$ cat src/psm_pkg.sv
package psm_pkg;

    localparam int STACK_DEPTH_DEF   = 1024;
    localparam int DISPLAY_DEPTH_DEF = 16;
    localparam int PROGRAM_SIZE      = 4096;
    localparam int PC_W              = $clog2(PROGRAM_SIZE);
    localparam int DATA_W            = 64;
    localparam int NUM_W             = 10;
    localparam int CMD_W             = 5;
    localparam int OPND_W            = 32;

    typedef enum logic [CMD_W-1:0] {
        OP_INPP = 5'd0,  OP_CRCT = 5'd1,  OP_SOMA = 5'd2,  OP_SUBT = 5'd3,
        OP_DIVI = 5'd4,  OP_MULT = 5'd5,  OP_INVR = 5'd6,  OP_NEGA = 5'd7,
        OP_CONJ = 5'd8,  OP_DISJ = 5'd9,  OP_CMME = 5'd10, OP_CMMA = 5'd11,
        OP_CMIG = 5'd12, OP_CMDG = 5'd13, OP_CMAG = 5'd14, OP_CMEG = 5'd15,
        OP_DSVF = 5'd16, OP_DSVS = 5'd17, OP_AMEM = 5'd18, OP_DMEM = 5'd19,
        OP_CRVL = 5'd20, OP_ARMZ = 5'd21, OP_IMPR = 5'd22, OP_LEIT = 5'd23,
        OP_ARMI = 5'd24, OP_CHPR = 5'd25, OP_CREN = 5'd26, OP_ENPR = 5'd27,
        OP_ENRT = 5'd28, OP_RTPR = 5'd29
    } t_op;

    typedef enum logic [1:0] {
        FLT_NONE   = 2'd0,
        FLT_DIV0   = 2'd1,
        FLT_RANGE  = 2'd2,
        FLT_OPCODE = 2'd3
    } t_fault;

    typedef enum logic [2:0] {
        S_IDLE, S_RDA, S_RDB, S_CAPB, S_EXE, S_MD, S_WR2, S_OUT
    } t_state;

    typedef struct packed {
        logic start;
        logic is_div;
    } t_md_req;

endpackage

$ cat src/psm_muldiv.sv
module psm_muldiv (
    input  logic                        i_clk,
    input  logic                        i_rst_n,
    input  psm_pkg::t_md_req            i_req,
    input  logic [psm_pkg::DATA_W-1:0]  i_a,
    input  logic [psm_pkg::DATA_W-1:0]  i_b,
    output logic                        o_done,
    output logic [psm_pkg::DATA_W-1:0]  o_result
);
    import psm_pkg::*;

    localparam int CNT_W = $clog2(DATA_W);

    logic              r_busy;
    logic              r_done;
    logic              r_div;
    logic              r_neg;
    logic [CNT_W-1:0]  r_cnt;
    logic [DATA_W-1:0] r_acc;
    logic [DATA_W-1:0] r_x;
    logic [DATA_W-1:0] r_y;
    logic [DATA_W-1:0] rem_s;
    logic [DATA_W-1:0] rem_sub;
    logic              rem_ge;

    // partial remainder never reaches the top bit, divisor magnitude is at most 2^63
    always_comb begin
        rem_s   = {r_acc[DATA_W-2:0], r_x[DATA_W-1]};
        rem_ge  = rem_s >= r_y;
        rem_sub = rem_s - r_y;
    end

    always_ff @(posedge i_clk) begin
        if (!i_rst_n) begin
            r_busy <= 1'b0;
            r_done <= 1'b0;
        end else begin
            r_done <= 1'b0;
            if (i_req.start) begin
                r_busy <= 1'b1;
                r_div  <= i_req.is_div;
                r_cnt  <= '0;
                r_acc  <= '0;
                r_neg  <= i_a[DATA_W-1] ^ i_b[DATA_W-1];
                if (i_req.is_div) begin
                    r_x <= i_a[DATA_W-1] ? (DATA_W'(0) - i_a) : i_a;
                    r_y <= i_b[DATA_W-1] ? (DATA_W'(0) - i_b) : i_b;
                end else begin
                    r_x <= i_a;
                    r_y <= i_b;
                end
            end else if (r_busy) begin
                if (r_div) begin
                    r_acc <= rem_ge ? rem_sub : rem_s;
                    r_x   <= {r_x[DATA_W-2:0], rem_ge};
                end else begin
                    if (r_x[0]) begin
                        r_acc <= r_acc + r_y;
                    end
                    r_x <= r_x >> 1;
                    r_y <= r_y << 1;
                end
                r_cnt <= r_cnt + 1'b1;
                if (r_cnt == CNT_W'(DATA_W - 1)) begin
                    r_busy <= 1'b0;
                    r_done <= 1'b1;
                end
            end
        end
    end

    assign o_done   = r_done;
    assign o_result = r_div ? (r_neg ? (DATA_W'(0) - r_x) : r_x) : r_acc;

endmodule

$ cat config.mk
export PLATFORM = sky130hd
export DESIGN_NAME = psm_muldiv
export DESIGN_NICKNAME = d
export VERILOG_FILES = /design/src/psm_pkg.sv /design/src/psm_muldiv.sv
export SDC_FILE = /design/constraint.sdc
export NUM_CORES = 1
export LEC_CHECK = 0
export BUFFER_PORTS_ARGS = -buffer_cell sky130_fd_sc_hd__buf_2
export CAP_MARGIN = 0
export CORE_ASPECT_RATIO = 1.75
export CORE_MARGIN = 2
export CORE_UTILIZATION = 40
export CTS_BUF_LIST = sky130_fd_sc_hd__clkbuf_4 sky130_fd_sc_hd__clkbuf_8
export DETAILED_ROUTE_END_ITERATION = 12
export GPL_TIMING_DRIVEN = 1
export PLACE_DENSITY = 0.53
export SYNTH_ARGS = -nofsm -noshare
export SYNTH_HDL_FRONTEND = slang
export SYNTH_SLANG_ARGS = --single-unit
$ cat constraint.sdc
create_clock -name i_clk -period 5 [get_ports i_clk]
set_input_delay 0.25 -clock i_clk [delete_from_list [all_inputs] [get_ports i_clk]]
set_output_delay 0.25 -clock i_clk [all_outputs]
set_load 0.1 [all_outputs]
==> reports/qor.txt, run 1 <==
Status - finished clean
Layout cells sized above 1 - 12.1%
I/O Pins - 197
Row count - 113
Unique cell type count in the Yosys netlist - 76
Primary FF master, synth - edfxtp_1
Post-Route Setup TNS - 0 ns
CP arrival - 4.69 ns
Reg power frac - 31.2%
Post-layout power - 7.22 mW
Worst-Skew Late Latency - 0.62 ns
Combinational group share of total power - 45.8%
Synthesis warning total - 0
GP Congestion - 0.969
Max-Cap Viols - 0
Synthesized-area fraction occupied by adder cells - 7.68%
Post-layout net count - 3198
Post-Route Skew - 0.0423 ns
Sw frac - 44.5%
CTS HTree Levels - 2
Element type at the critical path end - output pin
Unrepaired setup endpoints after global routing - true
Post-Place Worst Slack - 0.387 ns
Max Slew Vio Count - 0
Peak Freq - 0.202 GHz
Die Footprint - 56600 um^2
Reg2Reg Depth - 15
Clock sink count - 202
Fraction of registers with async set/reset - 0%
Hold Crit Class - primary input to flop
Mapped Cells - 2789
Final-report setup violation count - 0
EDFF count, synth - 200
Syn Nets - 3054
Mean Syn Cell Area - 7.84 um^2
Die Ht - 313 um
Die W - 181 um
Tightest Pin Transition - 1.06 ns
Reg2reg start - r_x[63]
NetSw - 3.22 mW
Top-area cell type share of the netlist area - 27.5%
# DRC - 0
Internal - 4.01 mW
First-pass GRT wire length - 125000 um
Pleak - 10.1 nW
Pwr per Cell Area - 293 nW/um^2
Fin cells - 3654
Critical path type - flop to output pin
DP Wirelength - 64200 um
TritonRoute pass-1 iters - 8
Worst hold start - i_b[23]
Worst Slack Setup Final - 0.0568 ns
Iter 0 DRT Violations - 1345
Tcrit/Tclk final - 98.9%
Clock slew at the register clock pins of the worst setup and hold paths - 0.07 ns
Vias/cell - 5.90
Final Critical Period - 4.94 ns
CP Data Required Time - 4.75 ns
Slew HR - 29.2%
Core Area - 54200 um^2
TritonCTS Buffers - 37
Sequential fraction of the synthesis area - 27.7%
CTS tree - built
Detail Route Antenna Nets - 0
Total GRT Usage - 28.3%
Port Buf Inserts - 196
DR vias - 21500
Critical Path Source - r_x[6]
Simple-gate portion of the synthesized area - 19.1%
P&R area growth vs syn - 12.8%
Core Util, Final - 45.5%
Endpoints failing hold - 0
Number of antenna violations at the first check in global routing - 9
Leading area contributor after synthesis - edfxtp_1
Mux contribution to synthesized area - 3.47%
Vias in the first global route - 21800
Peak supply drop - 0.000183 V
Worst setup SP type - flop
Gr ovfl total - 0
Root Driver - clkbuf_8
Cell Count Post-Placement - 3567
Compound-Gate Fraction of Synth Area - 25.4%
Routed len/inst - 22.7 um
Mapped Area - 21900 um^2
Critical path peak fanout - 5
Largest net degree at the start of global routing - 150
XOR/XNOR share of the synthesized area - 12.0%
DRT Wirelength - 82800 um
Clock tree buffer depth - 3
Largest family of logic cells by synthesized area - compound AO/OA/AOI/OAI gates
Top cells by area, synth - edfxtp_1 (27%), a21oi_1 (8.2%), ha_1 (7.5%)
Register bit count reported by yosys - 202
Fill cells - 5621
Hold depth - 3
Initial core utilization - 40.4%
Clock share of power - 23.0%
metrics by stage:
stage	area, um^2	hold WS (ns)
after global routing	24700	0.0493
after CTS	24500	0.00546
after global placement	23600	0.428
after detailed placement	23600	0.430
final	24700	0.0542
after floorplan	21900	0.349
logic make-up (layout without fill, tap and decap cells):
family | Yosys count | after routing
AO/OA/AOI/OAI | 919 | 919
XOR/XNOR | 300 | 300
buffers and inverters | 268 | 439
other | 0 | 4
adder cells (fa/ha/maj) | 133 | 133
flip-flops | 202 | 202
AND/OR/NAND/NOR | 892 | 892
multiplexers | 75 | 75
critical path: stages (launching register included):
cell and delay [ns]:
edfxtp_1 0.40, or4_4 0.58, nor3_4 0.24, nand4_1 0.12, buf_4 0.20, or4_4 0.43
or2_4 0.28, or4b_4 0.60, nor3_4 0.22, nand3_4 0.17, buf_4 0.22, o21ai_2 0.13
xor2_1 0.09, a21oi_2 0.21, buf_12 0.20
state kept, by name, indices dropped and copies added (netlist names):
signal,count
r_acc,64
r_x,64
r_y,64
r_cnt,6
o_done,1
r_busy,1
r_div,1
r_neg,1
cell usage after synthesis (all sizes together) (23+ instances only):
master	count
nand3	45
nor3	59
a21oi	360
edfxtp	200
mux2i	71
a31oi	25
inv	117
or3	28
o21bai	31
a21o	89
a211oi	32
nor2b	29
ha	131
and3	23
clkbuf	141
nor4	25
nand4	35
xor2	146
o31ai	49
nand2	241
nor2	321
o211ai	23
xnor2	154
o21ai	205
repair_timing:
item / CTS / global route
pin swaps: 6 / 11
endpoints found under the hold margin: 5 / 0
hold buffers: 5 / 0
setup endpoints to repair: 14 / 19
resized for setup: 23 / 11
setup buffers: 6 / 6
power by group through the flow:
stage | sequential (mW) | clock, mW | combinational [mW]
detailed placement | 2.28 | 0 | 3.23
finish | 2.25 | 1.66 | 3.31
global placement | 2.28 | 0 | 3.22
floorplan | 2.20 | 0 | 2.41
CTS | 2.25 | 1.72 | 3.27
global route | 2.27 | 1.77 | 3.57
area by class of cell:
| class | instances | area [um^2] | share of cell area [%] |
|---|---|---|---|
| Antenna cell | 4 | 10.0 | 0.0406 |
| Clock buffer | 48 | 636 | 2.58 |
| Clock inverter | 18 | 91.3 | 0.370 |
| Inverter | 118 | 443 | 1.80 |
| Multi-Input combinational cell | 2319 | 14900 | 60.6 |
| Sequential cell | 202 | 6050 | 24.5 |
| Tap cell | 690 | 863 | 3.50 |
| Timing Repair Buffer | 255 | 1630 | 6.61 |
layout by cell type (no fill, tap or decap), types with 45 or more instances in the layout:
cell      instances
o21ai_0         204
inv_1           116
o31ai_1          45
edfxtp_1        200
buf_4            54
buf_2           179
nand2_1         241
ha_1            131
nor3_1           57
xnor2_1         153
a21oi_1         353
a21o_1           89
xor2_1          145
nor2_1          320
mux2i_1          71
worst paths after layout:
path | end | slack, ns
setup / recovery | o_result[59] | 0.06
hold / removal | r_y[23] | 0.05
setup reg to reg | r_acc[58] | 0.54
hold reg to reg | o_done | 0.44
metal layers:
metal | track usage [%] | share of wire, %
met1 | 30.5 | 37
met2 | 53.0 | 52
met3 | 3.97 | 4.8
met4 | 15.0 | 5.8
met5 | 0 | 0.064
(Power assumes the default switching activity.)
==> inputs of run 2 (changes only) <==
--- a/config.mk
+++ b/config.mk
@@ -13,7 +13,7 @@
 export CTS_BUF_LIST = sky130_fd_sc_hd__clkbuf_4 sky130_fd_sc_hd__clkbuf_8
 export DETAILED_ROUTE_END_ITERATION = 12
 export GPL_TIMING_DRIVEN = 1
-export PLACE_DENSITY = 0.53
+export PLACE_DENSITY = 0.56
 export SYNTH_ARGS = -nofsm -noshare
 export SYNTH_HDL_FRONTEND = slang
 export SYNTH_SLANG_ARGS = --single-unit
==> constraint.sdc (replaced) <==
create_clock -name i_clk -period 4.1 [get_ports i_clk]
set_input_delay 0.205 -clock i_clk [delete_from_list [all_inputs] [get_ports i_clk]]
set_output_delay 0.205 -clock i_clk [all_outputs]
set_load 0.1 [all_outputs]
==> run 2 against run 1 <==
Combinational power is 32% higher. First-iteration DRC count is 5.1% higher. Non-clock buffer count is 114 higher. Highest routed layer is now met4. Clock power is 15% higher. The flow now finishes with violations (negative setup slack). Clock skew is 0.0080 ns lower.
==> reports/qor.txt, run 2 (synthesis gave the netlist of run 1 again) <==
Status - finished with violations
Failing checks - negative setup slack
Clock tree buffer depth - 3
Post-layout power - 9.03 mW
Max-Cap Viols - 0
Gr ovfl total - 0
Final-report setup violation count - 25
Core Util, Final - 48.5%
I/O Pins - 197
Worst Slack Setup Final - -0.529 ns
M1 wire length - 29600 um
Detail Route Antenna Nets - 0
Max Used Layer - met4
Crit-path most repeated cell - or4_4
Vias in the first global route - 22500
Routed len/inst - 21.8 um
Fin cells - 3763
R2R setup slack - 0.14 ns
Root Driver - clkbuf_8
Post-Route Skew - 0.0343 ns
Layout cells sized above 1 - 17.4%
Core Area - 54200 um^2
Max Slew Vio Count - 0
Iter 0 DRT Violations - 1413
R2R Path End - r_acc[51]
Crit-path cells - or4_4 -> nor4_4 -> nand4_1 -> or4_4 -> or2_4 -> or4b_4 -> nor3_4 -> nand3_4 -> o31ai_2 -> buf_4 -> xnor2_2 -> a21oi_4 -> buf_12
Met2 WL - 42300 um
First-pass GRT wire length - 125000 um
Cell Count Post-Placement - 3685
Clock sink count - 202
DP Wirelength - 64800 um
Biggest regs - r_acc x64, r_x x64, r_y x64
Die Ht - 313 um
Critical path peak fanout - 5
Clock slew at the register clock pins of the worst setup and hold paths - 0.07 ns
Peak Freq - 0.216 GHz
Post-Place Worst Slack - -0.0928 ns
Pwr per Cell Area - 344 nW/um^2
Placed inst area - 25000 um^2
Hold depth - 2
CP Data Required Time - 3.89 ns
Die W - 181 um
Critical path type - flop to output pin
GP Congestion - 0.972
Hold Crit Class - primary input to flop
DRT Wirelength - 81900 um
Die Footprint - 56600 um^2
Peak supply drop - 0.000215 V
Worst hold start - i_b[63]
CP arrival - 4.42 ns
DR vias - 22200
Worst-Skew Late Latency - 0.58 ns
TritonCTS Buffers - 36
Reg2Reg Depth - 14
Crit path largest cell delay - 0.57 ns
CTS tree - built
Commonest non-fill, non-tap cell in the layout - a21oi_1
Tightest Pin Transition - 1.16 ns
Slew HR - 22.2%
CTS HTree Levels - 2
Number of antenna violations at the first check in global routing - 3
Commonest non-fill, non-tap cells in the layout - a21oi_1 (329), nor2_1 (320), nand2_1 (236)
Post-layout net count - 3311
# DRC - 0
Worst setup SP type - flop
Design area - 26300 um^2
Tcrit/Tclk final - 113%
Unrepaired setup endpoints after global routing - true
TritonRoute pass-1 iters - 8
Total GRT Usage - 28.1%
Pleak - 10.9 nW
Element type at the critical path end - output pin
Reg2reg start - r_acc[1]
Slowest cell on the critical path - or4_4
Endpoints failing hold - 0
Vias/cell - 5.89
Initial core utilization - 40.4%
Row count - 113
Hold EP - r_neg
Final Critical Period - 4.63 ns
Port Buf Inserts - 196
Largest net degree at the start of global routing - 118
WL met3 - 3680 um
P&R area growth vs syn - 20.1%
[run 2: power breakdown]
| part | internal (mW) | switching (mW) | total (mW) |
|---|---|---|---|
| Clock | 0.974 | 0.938 | 1.91 |
| Combinational | 1.58 | 2.80 | 4.38 |
| Sequential | 2.51 | 0.224 | 2.74 |
[run 2: routing by layer]
layer	up-vias	global-route usage (%)
li1	10700	-
met1	10500	29.6
met2	762	52.2
met3	275	3.03
met4	0	19.0
met5	-	0
[run 2: area by class of cell]
type	count	area (um^2)
Fill cell	5312	27900
Multi-Input combinational cell	2319	15400
Sequential cell	202	6050
Timing Repair Buffer	369	2830
Tap cell	690	863
Clock buffer	52	622
Inverter	118	443
Clock inverter	11	56.3
Antenna cell	2	5.00
[run 2: repair_timing]
action,CTS,global route
endpoints found under the setup margin,30,56
setup buffers,4,7
hold buffers,3,0
gates cloned,0,0
hold endpoints to repair,3,0
resized for setup,60,44
pin swaps,19,15
[run 2: how the worst max path moves through the flow]
stage	cells past startpoint	start	slack [ns]	endpoint
after detailed placement	13	r_x[15]	-0.09	o_result[63]
after global placement	13	r_x[15]	-0.1	o_result[63]
final	13	r_x[15]	-0.53	o_result[63]
after floorplan	10	r_x[6]	-0.22	o_result[51]
after CTS	12	r_x[15]	-0.59	o_result[61]
after global routing	13	r_x[15]	-0.68	o_result[63]
[run 2: critical path, delay by kind of cell (launching register included)]
family                 cells  cell delay (ns)
buffers and inverters      2             0.37
XOR/XNOR                   1             0.08
flip-flops                 1             0.38
AO/OA/AOI/OAI              2             0.44
AND/OR/NAND/NOR            8             2.57
[run 2: per-stage QoR]
step / hold slack (ns) / TNS (ns)
2_1_floorplan: 0.304 / -0.225
4_1_cts: 0.0140 / -8.68
6_report: 0.0400 / -8.06
3_3_place_gp: 0.427 / -0.187
3_5_place_dp: 0.447 / -0.256
5_1_grt: 0.0281 / -12.11
